<file path="config.mk">
export PLATFORM = sky130hd
export DESIGN_NAME = flywheel_speed_pid_unit_flat
export DESIGN_NICKNAME = d
export VERILOG_FILES = /design/src/design/fsp_pkg.sv /design/src/design/fsp_if.sv /design/src/design/flywheel_speed_pid_unit.sv /design/src/design/fsp_cfg.sv /design/src/design/fsp_err.sv /design/src/design/fsp_acc.sv /design/src/flat_wrapper.sv
export SDC_FILE = /design/constraint.sdc
export NUM_CORES = 2
export LEC_CHECK = 0
export BUFFER_PORTS_ARGS = -buffer_cell sky130_fd_sc_hd__buf_2
export CORE_MARGIN = 4
export CORE_UTILIZATION = 55
export DETAILED_ROUTE_END_ITERATION = 7
export MAX_ROUTING_LAYER = met4
export PLACE_DENSITY = 0.82
export SYNTH_ARGS = -nofsm -noshare
export SYNTH_HDL_FRONTEND = slang
export SYNTH_SLANG_ARGS = --single-unit
</file>
<file path="constraint.sdc">
create_clock -name clk_i -period 11.1 [get_ports clk_i]
set_clock_uncertainty 0.15 [all_clocks]
set_input_delay 1.11 -clock clk_i [delete_from_list [all_inputs] [get_ports clk_i]]
set_output_delay 1.11 -clock clk_i [all_outputs]
set_load 0.01 [all_outputs]
</file>
<file path="src/design/fsp_pkg.sv">
// Shared constants, codes and types for the flywheel speed regulator.
package fsp_pkg;

  localparam int CMD_LIMIT  = 127;
  localparam int FRAC_BITS  = 12;

  localparam int GAIN_W     = 16;
  localparam int ZONE_W     = 10;
  localparam int SPEED_W    = 10;
  localparam int MEAS_W     = 11;
  localparam int MODE_W     = 3;
  localparam int DRV_W      = 8;
  localparam int CFG_IDX_W  = 3;
  localparam int CFG_DATA_W = GAIN_W;

  localparam int ERR_W      = MEAS_W + 1;
  localparam int DERR_W     = ERR_W + 1;
  localparam int INTEG_W    = 20;

  localparam int ACC_LIM    = CMD_LIMIT << FRAC_BITS;
  localparam int ACC_W      = $clog2(ACC_LIM + 1) + 1;

  localparam int PROD_P_W   = ERR_W + GAIN_W + 1;
  localparam int PROD_I_W   = INTEG_W + GAIN_W + 1;
  localparam int PROD_D_W   = DERR_W + GAIN_W + 1;
  localparam int ADJ_W      = PROD_I_W + 2;
  localparam int SUM_W      = ADJ_W + 1;

  // Request kinds
  localparam logic REQ_TICK = 1'b0;
  localparam logic REQ_MODE = 1'b1;

  // Operating modes
  localparam logic [MODE_W-1:0] MODE_STOP             = 3'd0;
  localparam logic [MODE_W-1:0] MODE_SLOW             = 3'd1;
  localparam logic [MODE_W-1:0] MODE_NORMAL           = 3'd2;
  localparam logic [MODE_W-1:0] MODE_AUTON            = 3'd3;
  localparam logic [MODE_W-1:0] MODE_AUTON_SLOW       = 3'd4;
  localparam logic [MODE_W-1:0] MODE_AUTON_FIRST      = 3'd5;
  localparam logic [MODE_W-1:0] MODE_AUTON_SLOW_FIRST = 3'd6;
  localparam logic [MODE_W-1:0] MODE_REQ_IGNORED      = 3'd7;

  // Fixed target speeds and offsets, rpm
  localparam logic [SPEED_W:0] TGT_SLOW       = 11'd154;
  localparam logic [SPEED_W:0] TGT_AUTON_SLOW = 11'd153;
  localparam logic [SPEED_W:0] TGT_FIRST_ADD  = 11'd3;
  localparam logic [SPEED_W:0] TGT_SLOW_ADD   = 11'd8;
  localparam logic [SPEED_W:0] TGT_MAX        = 11'd1023;

  // Register indexes
  localparam logic [CFG_IDX_W-1:0] CFG_GAIN_P       = 3'd0;
  localparam logic [CFG_IDX_W-1:0] CFG_GAIN_I       = 3'd1;
  localparam logic [CFG_IDX_W-1:0] CFG_GAIN_D       = 3'd2;
  localparam logic [CFG_IDX_W-1:0] CFG_INTEG_ZONE   = 3'd3;
  localparam logic [CFG_IDX_W-1:0] CFG_NORMAL_SPEED = 3'd4;
  localparam logic [CFG_IDX_W-1:0] CFG_AUTON_SPEED  = 3'd5;

  // Register reset values
  localparam logic [GAIN_W-1:0]  GAIN_P_RST = 16'd205;
  localparam logic [GAIN_W-1:0]  GAIN_I_RST = 16'd0;
  localparam logic [GAIN_W-1:0]  GAIN_D_RST = 16'd3277;
  localparam logic [ZONE_W-1:0]  ZONE_RST   = 10'd15;
  localparam logic [SPEED_W-1:0] SPEED_RST  = 10'd0;

  typedef struct packed {
    logic [GAIN_W-1:0]  gain_p;
    logic [GAIN_W-1:0]  gain_i;
    logic [GAIN_W-1:0]  gain_d;
    logic [ZONE_W-1:0]  integral_zone;
    logic [SPEED_W-1:0] normal_speed;
    logic [SPEED_W-1:0] auton_speed;
  } cfg_t;

  // Error stage to accumulate stage
  typedef struct packed {
    logic                      is_tick;
    logic signed [ERR_W-1:0]   err;
    logic signed [DERR_W-1:0]  derr;
    logic signed [INTEG_W-1:0] integ;
    logic [SPEED_W-1:0]        target;
    logic [MODE_W-1:0]         mode;
  } s1_t;

endpackage

</file>
<file path="src/design/fsp_if.sv">
// Request and result channel interfaces.
interface fsp_in_if import fsp_pkg::*; ();
  logic                     valid;
  logic                     ready;
  logic                     req_type;
  logic signed [MEAS_W-1:0] measured_speed;
  logic [MODE_W-1:0]        mode_request;

  modport source (output valid, req_type, measured_speed, mode_request, input ready);
  modport sink   (input valid, req_type, measured_speed, mode_request, output ready);
endinterface

interface fsp_out_if import fsp_pkg::*; ();
  logic                    valid;
  logic                    ready;
  logic signed [DRV_W-1:0] drive_command;
  logic [SPEED_W-1:0]      target_speed;
  logic [MODE_W-1:0]       active_mode;

  modport source (output valid, drive_command, target_speed, active_mode, input ready);
  modport sink   (input valid, drive_command, target_speed, active_mode, output ready);
endinterface

</file>
<file path="src/design/flywheel_speed_pid_unit.sv">
// Flywheel speed regulator top level: zoned-integral incremental PID.
//
//   channel   dir   payload                                         handshake
//   req_i     in    req_type, measured_speed, mode_request          valid/ready
//   rsp_o     out   drive_command, target_speed, active_mode        valid/ready
//   cfg       in    cfg_we_i, cfg_idx_i, cfg_wdata_i                write enable
//
// Two register stages: error/integral stage, then product/accumulate stage with
// the result register. One request per cycle unless the result channel stalls.
// Each stage holds while the one after it is full and stalled; an empty first stage
// still takes a request while a finished result waits.
// Reset (rst_ni low, async) clears mode, target and PID state and loads the
// register defaults.
module flywheel_speed_pid_unit import fsp_pkg::*; (
  input  logic                  clk_i,
  input  logic                  rst_ni,
  fsp_in_if.sink                req_i,
  fsp_out_if.source             rsp_o,
  input  logic                  cfg_we_i,
  input  logic [CFG_IDX_W-1:0]  cfg_idx_i,
  input  logic [CFG_DATA_W-1:0] cfg_wdata_i
);

  cfg_t cfg;
  logic s1_valid;
  logic s1_ready;
  s1_t  s1;

  fsp_cfg u_cfg (
    .clk_i       (clk_i),
    .rst_ni      (rst_ni),
    .cfg_we_i    (cfg_we_i),
    .cfg_idx_i   (cfg_idx_i),
    .cfg_wdata_i (cfg_wdata_i),
    .cfg_o       (cfg)
  );

  fsp_err u_err (
    .clk_i            (clk_i),
    .rst_ni           (rst_ni),
    .cfg_i            (cfg),
    .in_valid_i       (req_i.valid),
    .in_ready_o       (req_i.ready),
    .req_type_i       (req_i.req_type),
    .measured_speed_i (req_i.measured_speed),
    .mode_request_i   (req_i.mode_request),
    .s1_valid_o       (s1_valid),
    .s1_ready_i       (s1_ready),
    .s1_o             (s1)
  );

  fsp_acc u_acc (
    .clk_i           (clk_i),
    .rst_ni          (rst_ni),
    .cfg_i           (cfg),
    .s1_valid_i      (s1_valid),
    .s1_ready_o      (s1_ready),
    .s1_i            (s1),
    .out_valid_o     (rsp_o.valid),
    .out_ready_i     (rsp_o.ready),
    .drive_command_o (rsp_o.drive_command),
    .target_speed_o  (rsp_o.target_speed),
    .active_mode_o   (rsp_o.active_mode)
  );

endmodule

</file>
<file path="src/design/fsp_cfg.sv">
// Configuration register file.
module fsp_cfg import fsp_pkg::*; (
  input  logic                  clk_i,
  input  logic                  rst_ni,
  input  logic                  cfg_we_i,
  input  logic [CFG_IDX_W-1:0]  cfg_idx_i,
  input  logic [CFG_DATA_W-1:0] cfg_wdata_i,
  output cfg_t                  cfg_o
);

  cfg_t cfg_q;

  always_ff @(posedge clk_i or negedge rst_ni) begin
    if (!rst_ni) begin
      cfg_q.gain_p        <= GAIN_P_RST;
      cfg_q.gain_i        <= GAIN_I_RST;
      cfg_q.gain_d        <= GAIN_D_RST;
      cfg_q.integral_zone <= ZONE_RST;
      cfg_q.normal_speed  <= SPEED_RST;
      cfg_q.auton_speed   <= SPEED_RST;
    end else if (cfg_we_i) begin
      case (cfg_idx_i)
        CFG_GAIN_P:       cfg_q.gain_p        <= cfg_wdata_i[GAIN_W-1:0];
        CFG_GAIN_I:       cfg_q.gain_i        <= cfg_wdata_i[GAIN_W-1:0];
        CFG_GAIN_D:       cfg_q.gain_d        <= cfg_wdata_i[GAIN_W-1:0];
        CFG_INTEG_ZONE:   cfg_q.integral_zone <= cfg_wdata_i[ZONE_W-1:0];
        CFG_NORMAL_SPEED: cfg_q.normal_speed  <= cfg_wdata_i[SPEED_W-1:0];
        CFG_AUTON_SPEED:  cfg_q.auton_speed   <= cfg_wdata_i[SPEED_W-1:0];
        default: ;
      endcase
    end
  end

  assign cfg_o = cfg_q;

endmodule

</file>
<file path="src/design/fsp_err.sv">
// Error stage: mode and target, speed error, zoned integral, error delta.
module fsp_err import fsp_pkg::*; (
  input  logic                     clk_i,
  input  logic                     rst_ni,
  input  cfg_t                     cfg_i,
  input  logic                     in_valid_i,
  output logic                     in_ready_o,
  input  logic                     req_type_i,
  input  logic signed [MEAS_W-1:0] measured_speed_i,
  input  logic [MODE_W-1:0]        mode_request_i,
  output logic                     s1_valid_o,
  input  logic                     s1_ready_i,
  output s1_t                      s1_o
);

  logic [MODE_W-1:0]         mode_q, mode_d;
  logic [SPEED_W-1:0]        target_q, target_d;
  logic signed [ERR_W-1:0]   prev_err_q;
  logic signed [INTEG_W-1:0] integ_q, integ_d;
  logic                      s1_valid_q;
  s1_t                       s1_q, s1_d;

  logic signed [ERR_W-1:0]   err;
  logic [ERR_W-1:0]          err_mag;
  logic                      in_zone;
  logic signed [INTEG_W:0]   integ_sum;
  logic [SPEED_W:0]          tgt_raw;
  logic                      accept;

  assign in_ready_o = !s1_valid_q || s1_ready_i;
  assign accept     = in_valid_i && in_ready_o;

  always_comb begin
    err       = ERR_W'($signed({1'b0, target_q})) - ERR_W'(measured_speed_i);
    err_mag   = err[ERR_W-1] ? ERR_W'(-err) : ERR_W'(err);
    in_zone   = (err != '0) && (err_mag < ERR_W'(cfg_i.integral_zone));
    integ_sum = (INTEG_W+1)'(integ_q) + (INTEG_W+1)'(err);

    if (!in_zone) begin
      integ_d = '0;
    end else if (integ_sum[INTEG_W] != integ_sum[INTEG_W-1]) begin
      // clamp to the integral range on overflow
      integ_d = integ_sum[INTEG_W] ? {1'b1, {(INTEG_W-1){1'b0}}}
                                   : {1'b0, {(INTEG_W-1){1'b1}}};
    end else begin
      integ_d = integ_sum[INTEG_W-1:0];
    end

    mode_d = (mode_q == mode_request_i) ? MODE_STOP : mode_request_i;

    case (mode_d)
      MODE_SLOW:             tgt_raw = TGT_SLOW;
      MODE_NORMAL:           tgt_raw = {1'b0, cfg_i.normal_speed};
      MODE_AUTON:            tgt_raw = {1'b0, cfg_i.auton_speed};
      MODE_AUTON_SLOW:       tgt_raw = TGT_AUTON_SLOW;
      MODE_AUTON_FIRST:      tgt_raw = {1'b0, cfg_i.normal_speed} + TGT_FIRST_ADD;
      MODE_AUTON_SLOW_FIRST: tgt_raw = {2'b00, cfg_i.auton_speed[SPEED_W-1:1]}
                                       + TGT_SLOW_ADD;
      default:               tgt_raw = '0;
    endcase
    target_d = (tgt_raw > TGT_MAX) ? TGT_MAX[SPEED_W-1:0] : tgt_raw[SPEED_W-1:0];

    s1_d.is_tick = (req_type_i == REQ_TICK);
    s1_d.err     = err;
    s1_d.derr    = DERR_W'(err) - DERR_W'(prev_err_q);
    s1_d.integ   = integ_d;
    if (req_type_i == REQ_TICK || mode_request_i == MODE_REQ_IGNORED) begin
      s1_d.target = target_q;
      s1_d.mode   = mode_q;
    end else begin
      s1_d.target = target_d;
      s1_d.mode   = mode_d;
    end
  end

  always_ff @(posedge clk_i or negedge rst_ni) begin
    if (!rst_ni) begin
      mode_q     <= MODE_STOP;
      target_q   <= '0;
      prev_err_q <= '0;
      integ_q    <= '0;
      s1_valid_q <= 1'b0;
    end else if (accept) begin
      s1_valid_q <= 1'b1;
      mode_q     <= s1_d.mode;
      target_q   <= s1_d.target;
      if (req_type_i == REQ_TICK) begin
        prev_err_q <= err;
        integ_q    <= integ_d;
      end
    end else if (s1_ready_i) begin
      s1_valid_q <= 1'b0;
    end
  end

  always_ff @(posedge clk_i) begin
    if (accept) begin
      s1_q <= s1_d;
    end
  end

  assign s1_valid_o = s1_valid_q;
  assign s1_o       = s1_q;

endmodule

</file>
<file path="src/design/fsp_acc.sv">
// Accumulate stage: PID products, saturating command accumulator, result register.
module fsp_acc import fsp_pkg::*; (
  input  logic                    clk_i,
  input  logic                    rst_ni,
  input  cfg_t                    cfg_i,
  input  logic                    s1_valid_i,
  output logic                    s1_ready_o,
  input  s1_t                     s1_i,
  output logic                    out_valid_o,
  input  logic                    out_ready_i,
  output logic signed [DRV_W-1:0] drive_command_o,
  output logic [SPEED_W-1:0]      target_speed_o,
  output logic [MODE_W-1:0]       active_mode_o
);

  localparam logic signed [SUM_W-1:0] LIM_POS = SUM_W'(ACC_LIM);
  localparam logic signed [SUM_W-1:0] LIM_NEG = -LIM_POS;

  logic signed [ACC_W-1:0]    acc_q, acc_d;
  logic                       out_valid_q;
  logic signed [DRV_W-1:0]    drive_q, drive_d;
  logic [SPEED_W-1:0]         target_q;
  logic [MODE_W-1:0]          mode_q;

  logic signed [PROD_P_W-1:0] prod_p;
  logic signed [PROD_I_W-1:0] prod_i;
  logic signed [PROD_D_W-1:0] prod_d;
  logic signed [ADJ_W-1:0]    adj;
  logic signed [SUM_W-1:0]    acc_sum;
  logic [ACC_W-1:0]           acc_mag;
  logic [ACC_W-1:0]           acc_int;
  logic                       take;

  assign s1_ready_o = !out_valid_q || out_ready_i;
  assign take       = s1_valid_i && s1_ready_o;

  always_comb begin
    prod_p  = PROD_P_W'(s1_i.err)   * PROD_P_W'($signed({1'b0, cfg_i.gain_p}));
    prod_i  = PROD_I_W'(s1_i.integ) * PROD_I_W'($signed({1'b0, cfg_i.gain_i}));
    prod_d  = PROD_D_W'(s1_i.derr)  * PROD_D_W'($signed({1'b0, cfg_i.gain_d}));
    adj     = ADJ_W'(prod_p) + ADJ_W'(prod_i) + ADJ_W'(prod_d);
    acc_sum = SUM_W'(acc_q) + SUM_W'(adj);

    if (!s1_i.is_tick) begin
      acc_d = acc_q;
    end else if (acc_sum > LIM_POS) begin
      acc_d = ACC_W'(LIM_POS);
    end else if (acc_sum < LIM_NEG) begin
      acc_d = ACC_W'(LIM_NEG);
    end else begin
      acc_d = ACC_W'(acc_sum);
    end

    // integer part, truncated toward zero
    acc_mag = acc_d[ACC_W-1] ? ACC_W'(-acc_d) : ACC_W'(acc_d);
    acc_int = acc_mag >> FRAC_BITS;
    drive_d = acc_d[ACC_W-1] ? DRV_W'(-acc_int) : DRV_W'(acc_int);
  end

  always_ff @(posedge clk_i or negedge rst_ni) begin
    if (!rst_ni) begin
      acc_q       <= '0;
      out_valid_q <= 1'b0;
    end else if (take) begin
      acc_q       <= acc_d;
      out_valid_q <= 1'b1;
    end else if (out_ready_i) begin
      out_valid_q <= 1'b0;
    end
  end

  always_ff @(posedge clk_i) begin
    if (take) begin
      drive_q  <= drive_d;
      target_q <= s1_i.target;
      mode_q   <= s1_i.mode;
    end
  end

  assign out_valid_o     = out_valid_q;
  assign drive_command_o = drive_q;
  assign target_speed_o  = target_q;
  assign active_mode_o   = mode_q;

endmodule
</file>
<file path="src/flat_wrapper.sv">
// flat-port wrapper written by rule: the top's interface ports become plain ports
module flywheel_speed_pid_unit_flat import fsp_pkg::*;
  (clk_i, rst_ni, cfg_we_i, cfg_idx_i, cfg_wdata_i, req_i_valid, req_i_req_type, req_i_measured_speed, req_i_mode_request, req_i_ready, rsp_o_valid, rsp_o_drive_command, rsp_o_target_speed, rsp_o_active_mode, rsp_o_ready);
  fsp_in_if req_i_i ();
  fsp_out_if rsp_o_i ();
  input  logic clk_i;
  input  logic rst_ni;
  input  logic cfg_we_i;
  input  logic [CFG_IDX_W-1:0] cfg_idx_i;
  input  logic [CFG_DATA_W-1:0] cfg_wdata_i;
  input wire logic [$bits(req_i_i.valid)-1:0] req_i_valid;
  input wire logic [$bits(req_i_i.req_type)-1:0] req_i_req_type;
  input wire logic [$bits(req_i_i.measured_speed)-1:0] req_i_measured_speed;
  input wire logic [$bits(req_i_i.mode_request)-1:0] req_i_mode_request;
  output wire logic [$bits(req_i_i.ready)-1:0] req_i_ready;
  output wire logic [$bits(rsp_o_i.valid)-1:0] rsp_o_valid;
  output wire logic [$bits(rsp_o_i.drive_command)-1:0] rsp_o_drive_command;
  output wire logic [$bits(rsp_o_i.target_speed)-1:0] rsp_o_target_speed;
  output wire logic [$bits(rsp_o_i.active_mode)-1:0] rsp_o_active_mode;
  input wire logic [$bits(rsp_o_i.ready)-1:0] rsp_o_ready;
  assign req_i_i.valid = req_i_valid;
  assign req_i_i.req_type = req_i_req_type;
  assign req_i_i.measured_speed = req_i_measured_speed;
  assign req_i_i.mode_request = req_i_mode_request;
  assign req_i_ready = req_i_i.ready;
  assign rsp_o_valid = rsp_o_i.valid;
  assign rsp_o_drive_command = rsp_o_i.drive_command;
  assign rsp_o_target_speed = rsp_o_i.target_speed;
  assign rsp_o_active_mode = rsp_o_i.active_mode;
  assign rsp_o_i.ready = rsp_o_ready;
  flywheel_speed_pid_unit u_core (.clk_i(clk_i), .rst_ni(rst_ni), .req_i(req_i_i), .rsp_o(rsp_o_i), .cfg_we_i(cfg_we_i), .cfg_idx_i(cfg_idx_i), .cfg_wdata_i(cfg_wdata_i));
endmodule
</file>
==> summary.txt <==
Run status
  • Outcome: completed

Min path
  • Tightest Hold Check Type: register to register
  • Worst Hold End: u_core.u_acc.active_mode_o[1]
  • Hold depth: 0
  • Hold wc startpoint: u_core.u_err.s1_o[1]

Die
  • Die Span Y: 277 um
  • Starting Density: 55.6%
  • Row count: 98
  • Io pins: 62
  • Core box area: 71600 um2
  • Die span in x: between 200 and 300 um
  • Die area: 76800 um2

Routing
  • DR vias: 28900
  • Routed Antenna Nets: 0
  • Avg WL per Cell: just over 20 um
  • Detailed Routing Iterations Pass 1: 6
  • Final wirelength: around 100 mm
  • DRT iter0 DRCs: 2451
  • DR vias/cell: 5.65
  • Post-route DRC: 0

Setup path
  • Slowest CP cell: fa_1
  • Crit start category: register
  • R2r endpoint: u_core.u_acc.drive_command_o[4]
  • Crit. End Element: register
  • Req. time, crit path: 11300 ps
  • Critical path class: register to register
  • Crit path from: u_core.u_err.s1_o[33]
  • Internal reg-to-reg setup slack: 410 ps
  • CP peak stage delay: 620 ps
  • Cells on worst reg2reg path: 34
  • CP max FO: 9
  • FF-to-FF Start: u_core.u_err.s1_o[33]
  • Cell mode on critical path: fa_1
  • Arrival time of the worst setup path: 10890 ps

Clocking
  • Clock root buffer: clkbuf_16
  • Clock transition at path regs: around 70 ps
  • CTS tree: yes
  • CTS H-tree lvls: 1
  • Clock latency on the worst-skew pair: ~600 ps
  • Clock Path Buffers: 3
  • Total CTS buffers: 29
  • # clock sinks: 225

STA
  • Final setup vio count: 0
  • Final Slew Violations: 0
  • Post-layout min period: 10690 ps
  • Max-Slew Margin vs Limit: 20.7%
  • Actual slew at the worst max-slew pin: 1190 ps
  • Final period util: ~96%
  • Peak Freq: approximately 94 MHz
  • Final hold violation count: 0
  • Worst hold slack: around 270 ps

Final layout
  • NumNets Final: 5267
  • Share of layout cells above drive strength 1: 9.71%
  • Area Overhead vs Synth: 7.71%
  • Leading cell types in the layout, fill and taps excluded: inv_1, fa_1, nand2_1
  • Final cell count without fillers: 5112
  • Most common cell after layout, fill and taps aside: inv_1

Global routing
  • Overflow after GRT: 0
  • Vias in the first global route: a little over 30000
  • Antenna violations before repair: 4
  • First-pass GRT wire length: 167 mm
  • Largest net degree at the start of global routing: 80
  • GRT Total Usage: 28.2%

Logic synthesis
  • Fraction of registers with async set/reset: 64.4%
  • Synth Flop Type: dfrtp_1
  • Synth top area cells: fa_1, ha_1, inv_1, dfrtp_1, edfxtp_1
  • EDFF count, synth: 80
  • Synth area leader: fa_1
  • Synth Area per Inst: 9.77 um2
  • Yosys cell types: 86
  • FF+latch count, synth: between 200 and 250
  • Post-synthesis cell area: between 30000 and 40000 um2
  • Gate Count Post-Synth: 4077
  • Sequential area share after synthesis: between 10% and 20%
  • Syn nets: 5208
  • Post-synth top area share: between 30% and 40%
  • Synth Warn #: 0

Place
  • Count of input and output buffers: 61
  • Routability cong.: 0.967
  • Cells after DPL: roughly 5000
  • HPWL after detailed placement: 85.1 mm

Job
  • Max_cap viols: 0
## Yosys cell counts (27+ instances only)
library cell    n
nand2_1       441
o21ai_0        77
and2_1        374
mux2_2        113
clkbuf_1      145
nand3_1        35
nand2b_1       27
ha_1          308
fa_1          784
a21oi_1        80
nor2_1        129
xnor2_1        53
inv_1         908
edfxtp_1       80
dfrtp_1       129
## area by class of cell
type                       count  area, um2
antenna                        3       7.51
tap                          950       1190
inverter                     911       3420
timing repair buffer         182       1360
sequential                   225       6060
multi-input combinational   2787      29900
fill                        5732      28700
clock buffer                  40        828
clock inverter                14        155
## cells by family after synthesis
logic type / Yosys count / synth area share [%]
AND/OR/NAND/NOR: 1138 / 14.3
adder cells (fa/ha/maj): 1092 / 49.1
buffers and inverters: 1065 / 10.1
AO/OA/AOI/OAI: 359 / 6.24
flip-flops: 225 / 15.2
multiplexers: 119 / 3.35
XOR/XNOR: 79 / 1.74
## registers in the layout, indices dropped and copies added, names as in the netlist
name,count
u_core.u_err.integ_q,20
u_core.u_acc.out_valid_o,1
u_core.u_acc.active_mode_o,3
u_core.u_acc.target_speed_o,10
u_core.u_err.s1_o,59
u_core.u_cfg.cfg_o,78
u_core.u_err.prev_err_q,12
u_core.u_err.target_q,10
u_core.u_acc.drive_command_o,8
u_core.u_err.s1_valid_o,1
u_core.u_err.mode_q,3
u_core.u_acc.acc_q,20
## stage by stage
step | utilization [%] | setup slack (ps) | TNS, ps | instance area (um2)
after floorplan | - | 901 | 0 | 39800
after global placement | 57.8 | 482 | 0 | 41400
after detailed placement | 57.8 | 263 | 0 | 41400
after CTS | 59.2 | 268 | 0 | 42400
after global routing | 59.9 | -4.20 | -4.20 | 42900
final | 59.9 | 411 | 0 | 42900
## worst max-delay path by stage
stage | end | slack (ps) | depth (start not counted)
floorplan | u_core.u_acc.drive_command_o[4] | 900 | 33
global placement | u_core.u_acc.drive_command_o[4] | 480 | 33
detailed placement | u_core.u_acc.drive_command_o[4] | 260 | 32
CTS | u_core.u_acc.drive_command_o[4] | 270 | 32
global route | u_core.u_acc.drive_command_o[4] | -4 | 34
finish | u_core.u_acc.drive_command_o[4] | 410 | 34
## critical path: cells and delay by family, from the launching register on
family | cells | cell delay, ps
and+or+nand+nor | 9 | 2070
adders and majority gates | 11 | 4930
xor gates and xnor gates | 2 | 270
buffers and inverters | 7 | 820
DFF | 1 | 550
AOI/OAI and AO/OA | 5 | 1650
## what timing repair did
item | 4_1_cts | 5_1_grt
setup endpoints to repair | 0 | 4
hold buffers | 0 | 0
gates resized for setup | 0 | 25
setup buffers | 0 | 38
## routing by layer
metal | routed length [um] | share of wire, % | global-route usage [%] | vias up
met1 | 38900 | 37 | 34.7 | 14700
met3 | 7970 | 7.7 | 4.29 | 324
met5 | 0 | 0 | - | -
met2 | 50400 | 49 | 45.6 | 1184
li1 | - | - | - | 12700
met4 | 6530 | 6.3 | 14.1 | 0
Power is not shown: default switching activity piles up to over one toggle a cycle in this logic, so the estimate is an artifact.
